## src/rtl/core/gaussian_blur_stencil_assert.svh

```systemverilog
// assertion macros for the gaussian blur stencil
// used by the top level; needs a clock and an active-low reset in scope
`ifndef GAUSSIAN_BLUR_STENCIL_ASSERT_SVH
`define GAUSSIAN_BLUR_STENCIL_ASSERT_SVH

// same-cycle implication
`define GBS_ASSERT_NOW(label, clk, rst_n, ante, cons) \
  label: assert property (@(posedge clk) disable iff (!rst_n) (ante) |-> (cons)) \
    else $error("assertion failed");

// next-cycle implication
`define GBS_ASSERT_NEXT(label, clk, rst_n, ante, cons) \
  label: assert property (@(posedge clk) disable iff (!rst_n) (ante) |=> (cons)) \
    else $error("assertion failed");

`endif

```

## src/rtl/core/gbs_pkg.sv

```systemverilog
// package for the gaussian blur stencil
// shared constants, types and state encoding; no dependencies
package gbs_pkg;

  localparam int DEF_RADIUS    = 5;
  localparam int DEF_MAX_WIDTH = 1024;
  localparam int PIX_W         = 8;
  localparam int TAP_W         = 16;
  localparam int NUM_TAPS      = 6;
  localparam int NUM_LANES     = 3;
  localparam int CFG_IDX_W     = 8;
  localparam int CFG_DATA_W    = 16;

  localparam logic CMD_PIXEL = 1'b0;
  localparam logic CMD_DRAIN = 1'b1;

  localparam logic [CFG_IDX_W-1:0] CFG_IMAGE_WIDTH  = 8'd0;
  localparam logic [CFG_IDX_W-1:0] CFG_IMAGE_HEIGHT = 8'd1;
  localparam logic [CFG_IDX_W-1:0] CFG_TAP_FIRST    = 8'd2;
  localparam logic [CFG_IDX_W-1:0] CFG_TAP_LAST     = 8'd7;

  localparam logic [10:0]      RST_IMAGE_WIDTH  = 11'd1024;
  localparam logic [15:0]      RST_IMAGE_HEIGHT = 16'd1024;
  localparam logic [TAP_W-1:0] RST_TAP [NUM_TAPS] =
    '{16'd5987, 16'd5984, 16'd5975, 16'd5961, 16'd5940, 16'd5914};

  typedef enum logic [2:0] {
    ST_IDLE,
    ST_ROW,
    ST_CALC,
    ST_FLUSH,
    ST_EMIT
  } gbs_state_e;

  typedef struct packed {
    logic clear;
    logic valid;
  } gbs_lane_ctrl_t;

endpackage

```

## src/rtl/core/gbs_lane.sv

```systemverilog
// one color lane: weight times pixel, then accumulate over the window
// depends on gbs_pkg
module gbs_lane
  import gbs_pkg::*;
#(
  parameter int AccW = 47
) (
  input  logic                  clk_i,
  input  logic                  rst_ni,
  input  gbs_lane_ctrl_t        ctrl_i,
  input  logic [2*TAP_W-1:0]    weight_i,
  input  logic [PIX_W-1:0]      pix_i,
  output logic [AccW-1:0]       acc_o
);

  logic [2*TAP_W+PIX_W-1:0] prod_q;
  logic                     prod_vld_q;
  logic [AccW-1:0]          acc_q;

  always_ff @(posedge clk_i or negedge rst_ni) begin
    if (!rst_ni) begin
      prod_vld_q <= 1'b0;
      acc_q      <= '0;
    end else begin
      prod_vld_q <= ctrl_i.valid && !ctrl_i.clear;
      if (ctrl_i.clear) begin
        acc_q <= '0;
      end else if (prod_vld_q) begin
        acc_q <= acc_q + AccW'(prod_q);
      end
    end
  end

  always_ff @(posedge clk_i) begin
    prod_q <= (2*TAP_W+PIX_W)'(weight_i) * (2*TAP_W+PIX_W)'(pix_i);
  end

  assign acc_o = acc_q;

endmodule

```

## config.mk

```make
export PLATFORM = sky130hd
export DESIGN_NAME = gbs_lane
export DESIGN_NICKNAME = d
export VERILOG_FILES = /design/src/rtl/core/gaussian_blur_stencil_assert.svh /design/src/rtl/core/gbs_pkg.sv /design/src/rtl/core/gbs_lane.sv
export SDC_FILE = /design/constraint.sdc
export NUM_CORES = 1
export LEC_CHECK = 0
export BUFFER_PORTS_ARGS = -buffer_cell sky130_fd_sc_hd__buf_2
export CORE_MARGIN = 3
export CORE_UTILIZATION = 40
export DETAILED_ROUTE_END_ITERATION = 12
export PLACE_DENSITY = 0.59
export REMOVE_ABC_BUFFERS = 1
export SYNTH_ARGS = -nofsm -noshare
export SYNTH_HDL_FRONTEND = slang
export SYNTH_SLANG_ARGS = --single-unit
```

## constraint.sdc

```tcl
create_clock -name clk_i -period 2.9 [get_ports clk_i]
set_clock_uncertainty 0.1 [all_clocks]
set_input_delay 0.145 -clock clk_i [delete_from_list [all_inputs] [get_ports clk_i]]
set_output_delay 0.145 -clock clk_i [all_outputs]
set_load 0.01 [all_outputs]
```

## After elaboration in Yosys (flattened, before gate mapping)

Index checks and enable logic that the tools add are counted.

- Register bits after elaboration: 88
- Output and inout port bits: 47

- Add/sub/neg operators: 1
- Multiply operators: 1
- Muxes and demuxes: 2
- Reductions and logical operators: 3

Operators with widths:

| operator | number |
|---|---|
| 2-to-1 mux 47 bit | 2 |
| adder 47 x 40 -> 47 bit | 1 |
| multiplier 32 x 8 -> 40 bit | 1 |
| nonzero test 2 bit | 1 |
| logical AND 1 bit | 1 |
| logical NOT 1 bit | 1 |

## Depth between registers and ports, before layout

- Depth in word-level cells: 3
- Gate-level depth with buffers: 21
- Mapped depth without buffers: 19

## Worst setup path after synthesis

No wires, ideal clock.

- Path type: input to register
- Start point: input port pix_i[2]
- End point: register prod_q[36]
- Library setup time: 0.122 ns
- Arrival time: 4.406 ns
- Data required time: 2.678 ns
- Path slack: -1.728 ns
- Stages: 19
- Buffers on the path: 2
- Path through: clkbuf_1 and2_1 fa_1 fa_1 fa_1 inv_1 fa_1 inv_1 ha_1 clkbuf_1 a21o_1 a21o_1 a21oi_1 o21ai_0 or3b_1 o211ai_1 a211oi_1 nand2b_1 xor2_1

- Cells in the longest elaborated chain, start to end: 1

RTL lines:

| element | line | text |
|---|---|---|
| start, declared | gbs_lane.sv:12 | `input logic [PIX_W-1:0] pix_i,` |
| multiplier 32 x 8 -> 40 bit | gbs_lane.sv:35 | `prod_q <= (2*TAP_W+PIX_W)'(weight_i) * (2*TAP_W+PIX_W)'(pix_i);` |
| end signal, assigned | gbs_lane.sv:35 |  |
| end, declared | gbs_lane.sv:16 | `logic [2*TAP_W+PIX_W-1:0] prod_q;` |

No other way between the ends.
A chain may end at the register's enable or synchronous reset.

## Final worst setup path

- Start point: input port pix_i[6]
- End point: register prod_q[26]

The elaborated chain is that of the path after synthesis.

==> metrics.md <==
| Metric | Value |
|---|---|
| Outcome | finished, violations left |
| Failing checks | setup timing |
| Largest area contributor in the netlist | fa_1 |
| Max stage delay on crit path | approximately 0.53 ns |
| Yosys warns | 0 |
| Top cells by count, synth | and2_1 (209), fa_1 (181), inv_1 (178) |
| CTS tree | done |
| Leakage dissipation | about 0.0089 µW |
| Final ANT Viol Nets | 0 |
| RR Startpoint | acc_o[6] |
| Starting DRT DRC Count | roughly 550 |
| Netlist cell types | 59 |
| Layout cells sized above 1 | 0.343 |
| First-pass GRT wire length | a little under 60000 µm |
| Cell with the most instances on the worst path | fa_1 |
| Die H | about 190 µm |
| Clock buffer depth | 2 |
| FMAX | about 230 MHz |
| Port Buf Inserts | 90 |
| CP Capture Type | flip-flop |
| Initial core utilization | 0.407 |
| Die X-Extent | approximately 190 µm |
| Pre-CTS WS | -2.26 ns |
| Peak VDD IR | ~0.62 mV |
| Crit Path Max Fanout | 6 |
| Final WL | about 36000 µm |
| Top Ports | slightly above 90 |
| Hold Startpoint | weight_i[0] |
| Layout area overhead | 37.7% |
| Worst relative slew slack | 0.472 |
| Worst r2r dst | acc_o[45] |
| Hold Path Depth | 3 |
| Core Region | 0.0316 mm² |
| CP Launch Type | input port |
| Vias/cell | between 5 and 6 |
| CP Data Required Time | between 3 and 4 ns |
| Worst-skew pair later-pin latency | between 0.3 and 0.4 ns |
| Crit-path leading delay family | adder cells |
| All-Layer GR Usage | 0.208 |
| Synthesized flop and latch total | 88 |
| RSZ-0062 raised after global routing | true |
| Core Rows | 65 |
| Final Setup Violations | 39 |
| Crit path DAT | roughly 4.6 ns |
| DRT Pass-1 Iters | 5 |
| Worst path bufs/invs | 9 |
| Flop2flop setup slack | -0.29 ns |
| Syn_area_per_cell | approximately 9.0 µm² |
| Worst setup margin | -1.52 ns |
| # diodes | 0 |
| Period Utilization, post-route | 1.52 |
| Post-synth ARST share | 0.545 |
| Worst hold endpoint | prod_q[0] |
| Worst Tran Pin Value | 0.789 ns |
| Mapped Cells | approximately 1400 |
| WL per Instance | roughly 16 µm |
| H-tree depth | 3 |
| Number of hold violations in the final report | 0 |
| Cell Area, Synth | ~0.013 mm² |
| CTS clk-pin slew, worst paths | ~0.070 ns |
| Sequential area share after synthesis | 0.156 |
| Worst r2r path cells | 10 |
| Vias in the first global route | about 12000 |
| EDFF count, synth | 0 |
| Die area | 0.0343 mm² |
| Final Util | 0.560 |
| Final Max Slew Viols | 0 |
| DRC | 0 |
| Hold Path Class | in -> reg |
| Largest net degree at the start of global routing | 32 |
| Crit-path slowest cell | fa_1 |
| Setup Crit Path Kind | in -> reg |
| GR Overflow Total | 0 |
| Total CTS buffers | 9 |
| Crit-path cells | buf_8 -> buf_12 -> buf_8 -> buf_12 -> and2_4 -> fa_1 -> fa_1 -> fa_1 -> inv_1 -> fa_1 -> inv_2 -> ha_4 -> a21oi_2 -> o21ai_1 -> o211ai_1 -> buf_4 -> o211ai_1 -> o21ai_2 -> buf_4 -> o21a_1 -> buf_6 -> xnor2_2 |
| Initial antenna violation count | 0 |
| Placer Congestion | about 0.9 |
| Max Cap Viol | 0 |
| Yosys top cell area share | 0.282 |
| HPWL after DPL | 27300 µm |
| Ys flop type | dfrtp_1 |
| Tmin final | around 4.4 ns |
| CTS sink count | 88 |
| Most common cell in the netlist | and2_1 |
| PD cells | around 1100 mW/mm² |
| Top cells by area, synth | fa_1 (28%), and2_1 (10%), ha_1 (9.7%) |
| Fin nets | 2130 |
| Via count | between 10000 and 15000 |
| Root buf cell | clkbuf_16 |
-- layer usage --
metal	up-vias	track usage	routed length, µm
met1	5465	0.297	16700
met2	224	0.355	17100
met4	0	0.0324	417
li1	5422	-	-
met3	27	0.0179	1270
met5	-	0	0
-- timing repair --
action                                 CTS  global route
endpoints found under the hold margin   49             0
pin swaps                              155            90
resized for setup                      205            94
setup endpoints to repair               50            51
gates cloned                             3             1
hold buffers                             2             0
buffers inserted                        33            13
-- worst register-to-register path: cells and delay by family (launching register included) --
| family | cells | cell delay [ns] |
|---|---|---|
| AOI/OAI and AO/OA | 3 | 1.13 |
| adders and majority gates | 1 | 0.29 |
| DFF | 1 | 0.42 |
| muxes | 1 | 0.31 |
| and+or+nand+nor | 5 | 0.82 |
-- how the worst max path moves through the flow --
stage                     start          to  slack, ns  depth (start not counted)
floorplan           weight_i[9]  prod_q[38]      -1.54                         15
global placement       pix_i[4]  prod_q[39]      -2.17                         19
detailed placement     pix_i[4]  prod_q[35]      -2.26                         19
CTS                    pix_i[6]  prod_q[36]      -1.53                         18
global route           pix_i[6]  prod_q[36]      -1.64                         20
finish                 pix_i[6]  prod_q[26]      -1.52                         22
-- report_power, final --
part	internal, µW	switching (µW)
Clock	604	519
Combinational	8190	7740
Sequential	1730	292
-- cells by family after synthesis --
group           count (synthesis)  synth area share
simple gates                  474             0.198
fa+ha+maj                     281             0.379
compound gates                260             0.130
buf+inv                       230            0.0673
flops                          88             0.156
xor+xnor                       69            0.0470
mux                            29            0.0228
-- area by class of cell --
cell class,instances,area (µm²)
repair buffers,415,3260
clock buffers,9,225
fillers,2806,13900
multi-input cells,1113,11000
well taps,402,503
flip-flops and latches,88,2000
inverters,178,668
clock inverters,7,71.3
-- metrics by stage --
stage	cell area (µm²)	setup TNS [ns]	hold slack, ns	std cells	total power [µW]
floorplan	12700	-37.30	-0.251	1379	9450
global placement	15800	-63.91	0.0426	2150	14600
detailed placement	15800	-66.56	0.0417	2150	14800
CTS	17200	-39.18	0.131	2200	18000
global route	17700	-45.26	0.159	2212	20800
finish	17700	-40.42	0.140	2212	19100
-- cells in the final DEF, fill, tap and decap left out, types with 11 or more instances in the layout --
cell type / Yosys / final
and2_1: 209 / 186
nand2_1: 98 / 89
dfxtp_1: 40 / 40
xnor2_1: 38 / 35
a21oi_1: 81 / 55
nand4_1: 14 / 14
o21ai_0: 46 / 24
buf_6: 0 / 29
a21o_1: 49 / 49
o21ai_2: 0 / 14
a21oi_2: 0 / 23
fa_2: 0 / 18
dfrtp_1: 48 / 47
nor2_1: 74 / 68
inv_1: 178 / 160
fa_1: 181 / 163
nand3_1: 21 / 15
ha_4: 0 / 22
inv_2: 0 / 18
ha_1: 100 / 76
buf_2: 2 / 77
and2_4: 0 / 24
mux2i_1: 27 / 27
o21ai_1: 5 / 11
xor2_1: 31 / 30
buf_4: 0 / 287
-- state kept, by name, indices dropped and copies added (netlist names) --
signal	cells
prod_vld_q	1
prod_q	40
acc_o	47
Note: power is estimated with default switching activity, not from simulation.
