## src/rtl/core/gaussian_blur_stencil_assert.svh

```systemverilog
// assertion macros for the gaussian blur stencil
// used by the top level; needs a clock and an active-low reset in scope
`ifndef GAUSSIAN_BLUR_STENCIL_ASSERT_SVH
`define GAUSSIAN_BLUR_STENCIL_ASSERT_SVH

// same-cycle implication
`define GBS_ASSERT_NOW(label, clk, rst_n, ante, cons) \
  label: assert property (@(posedge clk) disable iff (!rst_n) (ante) |-> (cons)) \
    else $error("assertion failed");

// next-cycle implication
`define GBS_ASSERT_NEXT(label, clk, rst_n, ante, cons) \
  label: assert property (@(posedge clk) disable iff (!rst_n) (ante) |=> (cons)) \
    else $error("assertion failed");

`endif

```

## src/rtl/core/gbs_pkg.sv

```systemverilog
// package for the gaussian blur stencil
// shared constants, types and state encoding; no dependencies
package gbs_pkg;

  localparam int DEF_RADIUS    = 5;
  localparam int DEF_MAX_WIDTH = 1024;
  localparam int PIX_W         = 8;
  localparam int TAP_W         = 16;
  localparam int NUM_TAPS      = 6;
  localparam int NUM_LANES     = 3;
  localparam int CFG_IDX_W     = 8;
  localparam int CFG_DATA_W    = 16;

  localparam logic CMD_PIXEL = 1'b0;
  localparam logic CMD_DRAIN = 1'b1;

  localparam logic [CFG_IDX_W-1:0] CFG_IMAGE_WIDTH  = 8'd0;
  localparam logic [CFG_IDX_W-1:0] CFG_IMAGE_HEIGHT = 8'd1;
  localparam logic [CFG_IDX_W-1:0] CFG_TAP_FIRST    = 8'd2;
  localparam logic [CFG_IDX_W-1:0] CFG_TAP_LAST     = 8'd7;

  localparam logic [10:0]      RST_IMAGE_WIDTH  = 11'd1024;
  localparam logic [15:0]      RST_IMAGE_HEIGHT = 16'd1024;
  localparam logic [TAP_W-1:0] RST_TAP [NUM_TAPS] =
    '{16'd5987, 16'd5984, 16'd5975, 16'd5961, 16'd5940, 16'd5914};

  typedef enum logic [2:0] {
    ST_IDLE,
    ST_ROW,
    ST_CALC,
    ST_FLUSH,
    ST_EMIT
  } gbs_state_e;

  typedef struct packed {
    logic clear;
    logic valid;
  } gbs_lane_ctrl_t;

endpackage

```

## src/rtl/core/gbs_merge.sv

```systemverilog
// merges the lane sums: scale, saturate and hold in the output register
// depends on gbs_pkg
module gbs_merge
  import gbs_pkg::*;
#(
  parameter int AccW = 47
) (
  input  logic                        clk_i,
  input  logic                        rst_ni,
  input  logic                        load_i,
  input  logic                        last_i,
  input  logic [NUM_LANES*AccW-1:0]   acc_i,
  output logic                        free_o,
  output logic                        valid_o,
  input  logic                        ready_i,
  output logic [NUM_LANES*PIX_W-1:0]  data_o,
  output logic                        last_o
);

  logic                       valid_q;
  logic                       last_q;
  logic [NUM_LANES*PIX_W-1:0] data_q;
  logic [NUM_LANES*PIX_W-1:0] data_d;

  always_comb begin
    for (int l = 0; l < NUM_LANES; l++) begin
      if (acc_i[l*AccW+32 +: AccW-32] > (AccW-32)'(255)) begin
        data_d[l*PIX_W +: PIX_W] = '1;
      end else begin
        data_d[l*PIX_W +: PIX_W] = acc_i[l*AccW+32 +: PIX_W];
      end
    end
  end

  assign free_o = !valid_q || ready_i;

  always_ff @(posedge clk_i or negedge rst_ni) begin
    if (!rst_ni) begin
      valid_q <= 1'b0;
    end else if (load_i) begin
      valid_q <= 1'b1;
    end else if (ready_i) begin
      valid_q <= 1'b0;
    end
  end

  always_ff @(posedge clk_i) begin
    if (load_i) begin
      data_q <= data_d;
      last_q <= last_i;
    end
  end

  assign valid_o = valid_q;
  assign data_o  = data_q;
  assign last_o  = last_q;

endmodule

```

## config.mk

```make
export PLATFORM = sky130hd
export DESIGN_NAME = gbs_merge
export DESIGN_NICKNAME = d
export VERILOG_FILES = /design/src/rtl/core/gaussian_blur_stencil_assert.svh /design/src/rtl/core/gbs_pkg.sv /design/src/rtl/core/gbs_merge.sv
export SDC_FILE = /design/constraint.sdc
export NUM_CORES = 1
export LEC_CHECK = 0
export BUFFER_PORTS_ARGS = -buffer_cell sky130_fd_sc_hd__buf_2
export CORE_AREA = 2 2 66 68
export CTS_BUF_LIST = sky130_fd_sc_hd__clkbuf_4 sky130_fd_sc_hd__clkbuf_8
export DETAILED_ROUTE_END_ITERATION = 6
export DIE_AREA = 0 0 68 70
export PLACE_DENSITY_LB_ADDON = 0.3
export SLEW_MARGIN = 20
export SYNTH_ARGS = -nofsm -noshare
export SYNTH_HDL_FRONTEND = slang
export SYNTH_SLANG_ARGS = --single-unit
```

## constraint.sdc

```tcl
create_clock -name clk_i -period 1 [get_ports clk_i]
set_input_delay 0.1 -clock clk_i [delete_from_list [all_inputs] [get_ports clk_i]]
set_output_delay 0.1 -clock clk_i [all_outputs]
set_load 0.01 [all_outputs]
```

## Word-level counts from Yosys, hierarchy flattened

Cells that the tools add are included.

| storage, ports and cells | value |
|---|---|
| register bits | 26 |
| bits in latches | 0 |
| memory bits (writable) | 0 |
| ROM bits | 0 |
| word-level logic and storage cells | 13 |
| memories | 0 |

| operators by class | value |
|---|---|
| add/subtract/negate cells | 0 |
| $mul | 0 |
| divide/modulo/power cells | 0 |
| magnitude comparators | 3 |
| equal/unequal tests | 0 |
| shift-type cells | 0 |
| multiplexer cells | 2 |
| bitwise logic cells | 0 |
| reductions and logical operators | 3 |

Operators by type and width:

| kind | number |
|---|---|
| $gt A15 B8 Y1 const B | 3 |
| $mux W1 | 2 |
| $reduce_bool A2 Y1 | 1 |
| $logic_not A1 Y1 | 1 |
| $logic_or A1 B1 Y1 | 1 |

## Longest topological paths before layout

Gate-level depths: netlist of run 1.

| logic depth | value |
|---|---|
| word-level depth | 2 |
| mapped depth | 3 |
| gate-level depth less buffers | 2 |

## Least setup slack after synthesis of run 1

OpenSTA, ideal clock, no wires.

| timing path | value |
|---|---|
| kind | input to register |
| from | input acc_i[44] |
| to | register data_q[0] (netlist: data_o[0]) (data pin) |
| arrival time | 0.577 ns |
| slack | 0.152 ns |
| cell stages on the path | 3 |
| buffers on the path | 1 |
| path through | clkbuf_1 > nor4_1 > nand2_1 |

| between the ends | value |
|---|---|
| cells in the longest elaborated chain, start to end | 1 |

Ends and longest elaborated chain:

| item | RTL line | source |
|---|---|---|
| from (decl) | gbs_merge.sv:12 | `input logic [NUM_LANES*AccW-1:0] acc_i,` |
| $gt A15 B8 Y1 | gbs_merge.sv:27 | `if (acc_i[l*AccW+32 +: AccW-32] > (AccW-32)'(255)) begin` |
| to (signal assigned) | gbs_merge.sv:49 | `data_q <= data_d;` |
| to (decl) | gbs_merge.sv:22 | `logic [NUM_LANES*PIX_W-1:0] data_q;` |

No other way between the ends.
A chain may end at the register's enable or synchronous reset.

## Worst setup path after layout of run 1

| timing path | value |
|---|---|
| from | register valid_q (netlist: valid_o) |
| to | output free_o |

| between the ends | value |
|---|---|
| cells in the longest elaborated chain, start to end | 2 |

Ends and longest elaborated chain:

| item | RTL line | source |
|---|---|---|
| from (decl) | gbs_merge.sv:20 | `logic valid_q;` |
| from (signal assigned) | gbs_merge.sv:39 | `valid_q <= 1'b0;` |
| from (signal assigned) | gbs_merge.sv:41 | `valid_q <= 1'b1;` |
| from (signal assigned) | gbs_merge.sv:43 | `valid_q <= 1'b0;` |
| $logic_not A1 Y1 | gbs_merge.sv:35 | `assign free_o = !valid_q \|\| ready_i;` |
| $logic_or A1 B1 Y1 | gbs_merge.sv:35 |  |
| to (decl) | gbs_merge.sv:13 | `output logic free_o,` |

No other way between the ends.

==> results of run 1 <==
==> state kept, by name, summed over array words and instances (netlist names) <==
signal / cells
last_o: 1
data_o: 24
valid_o: 1
==> placed cells by master (no fill, tap or decap) <==
cell type and count:
nor4_1 24, bufinv_16 1, edfxtp_1 25, nand2_1 24, buf_4 4, buf_12 1, buf_2 76, dfrtp_1 1
nand2b_1 2, nor4_4 3, clkbuf_8 3, dlygate4sd3_1 1
==> power groups by stage <==
stage          combinational [mW]  clock (mW)  sequential [mW]
2_1_floorplan              0.0708           0             1.32
3_3_place_gp                0.301           0             1.28
3_5_place_dp                0.308           0             1.28
4_1_cts                     0.312       0.877             1.26
5_1_grt                     0.343       0.918             1.27
6_report                    0.312       0.837             1.26
==> kinds of logic after synthesis <==
group	Yosys count	synth area share, %
flops	26	68.9
buf+inv	9	3.00
simple gates	53	28.1
==> metrics by stage <==
stage	util [%]	instance area (µm²)	setup WS, ns	total power [mW]
after detailed placement	38.1	1580	0.0156	1.59
after floorplan	-	1130	0.152	1.39
after global routing	40.3	1670	-0.0306	2.53
after global placement	38.1	1580	0.0198	1.58
final	40.3	1670	0.0389	2.41
after CTS	40.1	1660	0.0268	2.45
==> area by class of cell <==
type                       instances  area [µm²]  share of cell area [%]
multi-input combinational         53         317                    19.0
sequential                        26         776                    46.5
timing repair buffer              82         440                    26.4
clock inverter                     1        30.0                    1.80
tap                               52        65.1                    3.90
clock buffer                       3        41.3                    2.47
==> worst paths after layout <==
kind,startpoint,to,slack [ns],depth (start not counted)
hold reg to reg,valid_o$_DFFE_PN0P_,valid_o$_DFFE_PN0P_,0.63,3
hold / removal,last_i,last_o$_DFFE_PP_,0.01,1
setup reg to reg,valid_o$_DFFE_PN0P_,valid_o$_DFFE_PN0P_,0.28,3
min in group asynchronous,rst_ni,valid_o$_DFFE_PN0P_,0.14,2
max in group asynchronous,rst_ni,valid_o$_DFFE_PN0P_,0.78,2
setup / recovery,valid_o$_DFFE_PN0P_,free_o,0.04,2
==> what timing repair did <==
item	in CTS	in global routing
endpoints found under the setup margin	0	1
setup buffers	0	1
hold buffers	1	0
hold endpoints to repair	1	0
==> routing by layer <==
metal  GRT usage, %  share of wire [%]
met5              0                  0
met4           5.11                2.0
met3           2.74                 11
met2           16.8                 45
met1           13.1                 41
==> flow_summary.toml, run 1 <==
[sta]
tightest_slew_ns = 0.268
drv_slew = 0
slew_headroom_pct = 82.0
rsz0062_at_grt = "true"
period_needed_ns = 0.961
fin_crit_sh_pct = 96.1
clock.fmax_mhz = 1040
holdWs_ns = 0.0116
tns_ns = 0
hold_viol = 0
setup_viol = 0
fin_worst_skew_ns = 0

[grt]
grt_pass1_vias = 882
grt_pass1_wl_um = 3840
grt_max_degree = 27
antenna_found_initial = 0
grt-ovfl-total = 0
grt_usage_pct = 10.6

[critical_path]
crit_chain = "nand2b_1 > buf_2"
crit_fanout = 2
slowest_delay_ns = 0.38
crit_buf_inv = 1
cpMaxStageDelayCell = "dfrtp_1"
start_kind = "register"
worstSetupPathType = "reg2out"
cp_data_required_time_ns = 0.90
crit_path_end_kind = "output port"
crit_arrival_ns = 0.86
path_delay_family = "flip-flops"

[layout]
syn2layout_area_growth_pct = 48.2
diodes = 0
layout.nets = 312
fillers = 425
drive_gt1_share_pct = 53.3
final_cell_count_no_fill = 217

[synthesis]
synth_area_leader_cell = "edfxtp_1"
synth_top_area_share_pct = 66.7
async_flop_share_pct = 3.85
seq_area_frac_synth_pct = 68.9
synth_most_common_cell = "edfxtp_1"
ys_ff_latch = 26
syn_area_per_cell_um2 = 12.8
synth-edff-count = 25
synth.area.top_cells = "edfxtp_1 (67%), nor4_1 (13%), nand2_1 (8.0%), nor4_4 (5.7%), clkbuf_1 (3.0%)"
yosysUniqueCellTypes = 7
yosys_warnings = 0
syn-instance-count = 88
yosys_most_used_dff = "edfxtp_1"
syn-num-nets = 234
synth_area_um2 = 1130
synthTopCellsByCount = "edfxtp_1 (25), nand2_1 (24), nor4_1 (24), clkbuf_1 (9), nor4_4 (3)"

[routing]
wirelength_um = 2490
drtIter0Drc = 25
num_vias = 949
ant_nets = 0
viasPerCell = 4.37
drc = 0
dr.pass1.iters = 4
wl_per_cell_um = 11.5

[power]
clkPwrFrac_pct = 34.8
peakVddDrop_mv = 0.781
combPwrFrac_pct = 13.0
switching_power_mw = 0.482
leakagePower_nw = 0.658
pwr-share-seq_pct = 52.3
p_int_mw = 1.93
p_sw_share_pct = 20.0
power.density_nw_per_um2 = 1440

[job]
drv_cap = 0

[die]
ioPinCount = 173
die_w_um = 68
die_area_um2 = 4760
rows = 24
die_h_um = 70
start_util_pct = 27.2
core-area_um2 = 4140

[placement]
port_buffers = 76
dp_cells = 211
gp_congestion = 0.744
hpwl_um = 1930

[min_path]
hold_path.class = "in2reg"

[clock_tree]
cts_inserted_buffers = 3
clk_pin_slew_ns = 0.09
cts_max_path_buffers = 2
clkSinkCount = 26
clock_latency_ns = 0.26
ctsHtreeMaxLevel = 1
cts_tree = "done"
root_buffer = "clkbuf_8"
cts_resized = 0

[status]
run_status = "complete, no violations"
Note: power is estimated with default switching activity, not from simulation.
==> run 2, diff against run 1 <==
Settings changed: CELL_PAD_IN_SITES_DETAIL_PLACEMENT from default to 1, CELL_PAD_IN_SITES_GLOBAL_PLACEMENT from default to 2, CORE_AREA 2 2 66 68 to default, CORE_ASPECT_RATIO from default to 1.5, CORE_MARGIN from default to 2, CORE_UTILIZATION from default to 14, DIE_AREA 0 0 68 70 to default.
==> flow_summary.toml, run 2 (same netlist as run 1, synthesis figures left out) <==
[clock_tree]
cts_resized = 0
cts_inserted_buffers = 3
clkSinkCount = 26
ctsHtreeMaxLevel = 1
cts_tree = "done"
root_buffer = "clkbuf_8"
clock_latency_ns = 0.26
clk_pin_slew_ns = 0.09
cts_max_path_buffers = 2

[sta]
drv_slew = 0
rsz0062_at_grt = "false"
setup_viol = 0
tightest_slew_ns = 0.292
period_needed_ns = 0.955
hold_viol = 0
slew_headroom_pct = 80.3
tns_ns = 0
clock.fmax_mhz = 1050
fin_crit_sh_pct = 95.5
fin_worst_skew_ns = 0
setup_slack_ns = 0.0445

[grt]
use_met2_pct = 13.8
met3_usage_pct = 2.61
grt_pass1_wl_um = 5180
grt_max_degree = 27
grt_pass1_vias = 1063
gr-max-usage-layer = "met2"
antenna_found_initial = 1
grt_usage_pct = 7.50
grt-ovfl-total = 0
grt.met1_usage_pct = 7.59

[critical_path]
timing.rr.start = "valid_o$_DFFE_PN0P_"
cp_data_required_time_ns = 0.90
crit_path_end_kind = "output port"
crit_fanout = 2
crit_buf_inv = 1
slowest_delay_ns = 0.38
r2r_end = "valid_o$_DFFE_PN0P_"
crit_arrival_ns = 0.86
worstSetupPathType = "reg2out"
cp_num_cells = 2
start_kind = "register"
path_delay_family = "flip-flops"
ff2ff_setup_slack_ns = 0.29
crit_chain = "nand2b_1 > buf_2"
cpMaxStageDelayCell = "dfrtp_1"
r2r_cells = 3

[layout]
final_common_cell = "buf_2"
diodes = 0
largest_register_ff_count = 24
drive_gt1_share_pct = 53.0
syn2layout_area_growth_pct = 53.0
fillers = 948
final_cell_mix = "buf_2 (76), edfxtp_1 (25), nor4_1 (24), nand2_1 (24), buf_4 (4)"
layout.nets = 313

[placement]
place_ws_ns = -0.0188
hpwl_um = 2700
port_buffers = 76
gp_congestion = 0.690

[min_path]
holdPathEnd = "data_o[21]$_SDFFCE_PN1P_"
min_from = "acc_i[131]"
hold_path.class = "in2reg"
min_path_cells = 3

[power]
combPwrFrac_pct = 14.6
clkPwrFrac_pct = 28.7
power.density_nw_per_um2 = 1290
peakVddDrop_mv = 0.431
p_sw_share_pct = 23.2
pwr-share-seq_pct = 56.7
leakagePower_nw = 0.652
switching_power_mw = 0.515
p_int_mw = 1.71

[routing]
ant_nets = 0
viasPerCell = 3.66
drtIter0Drc = 30
wl_per_cell_um = 12.3
dr.pass1.iters = 4
drc = 0
num_vias = 992
wirelength_um = 3340

[status]
run_status = "complete, no violations"

[die]
start_util_pct = 14.2
ioPinCount = 173
die_h_um = 114
rows = 40
die_w_um = 77.2
core-area_um2 = 7910
die_area_um2 = 8790

[job]
drv_cap = 0
[run 2: cell types whose count changed in the layout (fill, tap and decap cells not counted), sizes merged]
cell         delta
clkbuf          +1
dlygate4sd3     +1
bufinv          -1
[run 2: tightest hold or removal path, delay by kind of cell]
kind          cells  cell delay [ns]
buf+inv           1             0.07
simple gates      2             0.08
[run 2: routing by layer]
layer | wire length [µm] | vias to the layer above
li1 | - | 492
met1 | 1230 | 447
met2 | 1740 | 47
met3 | 318 | 4
met4 | 39 | 2
met5 | 13 | -
[run 2: cell type report]
type	count	area [µm²]	area share, %
sequential	26	776	45.0
clock buffer	4	48.8	2.83
timing repair buffer	83	450	26.1
tap	105	131	7.63
multi-input combinational	53	317	18.4
[run 2: metrics by stage]
| step | total power, mW | cells | area, µm² | utilization, % | hold slack, ns |
|---|---|---|---|---|---|
| 2_1_floorplan | 1.39 | 88 | 1130 | - | -0.196 |
| 3_3_place_gp | 1.60 | 264 | 1650 | 20.8 | -0.125 |
| 3_5_place_dp | 1.61 | 264 | 1650 | 20.8 | -0.122 |
| 4_1_cts | 2.28 | 270 | 1720 | 21.7 | 0.0797 |
| 5_1_grt | 2.33 | 271 | 1720 | 21.8 | 0.0837 |
| 6_report | 2.22 | 271 | 1720 | 21.8 | 0.0896 |
[run 2: worst max path at each step]
stage	startpoint	endpoint	slack [ns]
floorplan	acc_i[44]	data_o[0]$_SDFFCE_PN1P_	0.15
global placement	acc_i[44]	data_o[4]$_SDFFCE_PN1P_	-0.04
detailed placement	acc_i[137]	data_o[22]$_SDFFCE_PN1P_	-0.02
CTS	valid_o$_DFFE_PN0P_	free_o	0.01
global route	valid_o$_DFFE_PN0P_	free_o	0.004
finish	valid_o$_DFFE_PN0P_	free_o	0.04
[run 2: power groups by stage]
stage / Clock, mW / Combinational, mW / Sequential, mW
after floorplan: 0 / 0.0708 / 1.32
after global placement: 0 / 0.316 / 1.28
after detailed placement: 0 / 0.322 / 1.29
after CTS: 0.688 / 0.328 / 1.26
after global routing: 0.714 / 0.354 / 1.27
final: 0.637 / 0.324 / 1.26
[run 2: repair_timing]
action                     4_1_cts  5_1_grt
hold endpoints to repair         2        0
setup endpoints to repair        0        1
setup buffers                    0        1
hold buffers                     2        0
==> run 3, diff against run 2 <==
Settings changed: CORE_ASPECT_RATIO 1.5 to default, REMOVE_ABC_BUFFERS from default to 1.
==> flow_summary.toml, run 3 (same netlist as run 1, synthesis figures left out) <==
[layout]
final_common_cell = "buf_2"
final_cell_mix = "buf_2 (76), edfxtp_1 (25), nor4_1 (24), nand2_1 (24), buf_4 (7)"
largest_register_ff_count = 24
layout.nets = 315
drive_gt1_share_pct = 53.6
fillers = 929
diodes = 0
syn2layout_area_growth_pct = 53.4
final_util_pct = 22.2

[routing]
drtIter0Drc = 28
num_vias = 1031
wl_per_cell_um = 12.0
drc = 0
dr.pass1.iters = 4
wirelength_um = 3250
ant_nets = 0
viasPerCell = 3.82

[clock_tree]
clkSinkCount = 26
cts_tree = "done"
cts_max_path_buffers = 2
clk_pin_slew_ns = 0.10
cts_resized = 0
clock_latency_ns = 0.27
ctsHtreeMaxLevel = 1
root_buffer = "clkbuf_8"
cts_inserted_buffers = 3

[critical_path]
crit_path_end_kind = "output port"
ff2ff_setup_slack_ns = 0.19
r2r_end = "valid_o$_DFFE_PN0P_"
start_kind = "register"
crit_arrival_ns = 0.88
crit_fanout = 2
timing.rr.start = "valid_o$_DFFE_PN0P_"
r2r_cells = 4
worstSetupPathType = "reg2out"
cp_data_required_time_ns = 0.90

[power]
power_mw = 2.28
peakVddDrop_mv = 0.573
leakagePower_nw = 0.660
power.density_nw_per_um2 = 1320

[sta]
tightest_slew_ns = 0.272
slew_headroom_pct = 81.7
hold_viol = 0
drv_slew = 0
period_needed_ns = 0.979
fin_crit_sh_pct = 97.9
setup_viol = 0
fin_worst_skew_ns = 0
clock.fmax_mhz = 1020
tns_ns = 0
rsz0062_at_grt = "true"

[grt]
antenna_found_initial = 0
grt-ovfl-total = 0
grt_max_degree = 15
grt_usage_pct = 7.07
grt_pass1_wl_um = 4950
grt_pass1_vias = 1016

[die]
die_area_um2 = 8780
die_h_um = 93.7
start_util_pct = 14.5
rows = 32
ioPinCount = 173
core-area_um2 = 7770
die_w_um = 93.7

[job]
drv_cap = 0

[placement]
hpwl_um = 2610
port_buffers = 76
gp_congestion = 0.666

[min_path]
min_from = "acc_i[130]"
hold_path.class = "in2reg"
holdPathEnd = "data_o[20]$_SDFFCE_PN1P_"
min_path_cells = 3

[status]
run_status = "complete, no violations"
[run 3: cell types whose count changed in the layout (fill, tap and decap cells not counted)]
cell / change
clkbuf_4: -1
clkbuf_8: +1
buf_12: -1
buf_4: +3
[run 3: layer usage]
metal	up-vias	track usage (%)	wire, µm
met5	-	0	0
met4	0	0.725	6
met3	2	4.41	438
met2	46	10.9	1470
met1	487	8.69	1340
li1	496	-	-
[run 3: layout make-up]
class / instances / area (µm²) / area share (%)
multi-input combinational: 53 / 317 / 18.3
timing repair buffer: 85 / 453 / 26.2
clock buffer: 4 / 55.1 / 3.19
tap: 102 / 128 / 7.39
sequential: 26 / 776 / 44.9
[run 3: worst max path at each step]
stage / start / end / slack [ns] / cells after the start
floorplan: acc_i[41] / data_o[0]$_SDFFCE_PN1P_ / 0.18 / 2
global placement: acc_i[90] / data_o[12]$_SDFFCE_PN1P_ / 0.007 / 4
detailed placement: acc_i[90] / data_o[12]$_SDFFCE_PN1P_ / 0.0009 / 4
CTS: valid_o$_DFFE_PN0P_ / free_o / 0.007 / 2
global route: valid_o$_DFFE_PN0P_ / free_o / -0.04 / 2
finish: valid_o$_DFFE_PN0P_ / free_o / 0.02 / 2
[run 3: worst max-delay path, cell delays in order (launching register included)]
cell	delay [ns]
dfrtp_1	0.39
nand2b_1	0.09
buf_2	0.13
[run 3: report_power, final]
part	internal [mW]	switching [mW]
Sequential	1.25	0.0140
Clock	0.352	0.340
Combinational	0.148	0.175
Total	1.75	0.529
[run 3: repair_timing]
item | in CTS | in global routing
gates cloned | 0 | 0
setup buffers | 1 | 1
hold buffers | 1 | 1
endpoints found under the setup margin | 1 | 1
hold endpoints to repair | 1 | 1
[run 3: metrics by stage]
step	hold WS, ns	setup WS, ns	instances	area [µm²]
6_report	0.0831	0.0210	270	1730
2_1_floorplan	-0.196	0.177	79	1090
3_3_place_gp	-0.124	0.00656	262	1640
3_5_place_dp	-0.125	0.000917	262	1640
5_1_grt	0.0762	-0.0404	270	1730
4_1_cts	0.000131	0.00689	268	1710
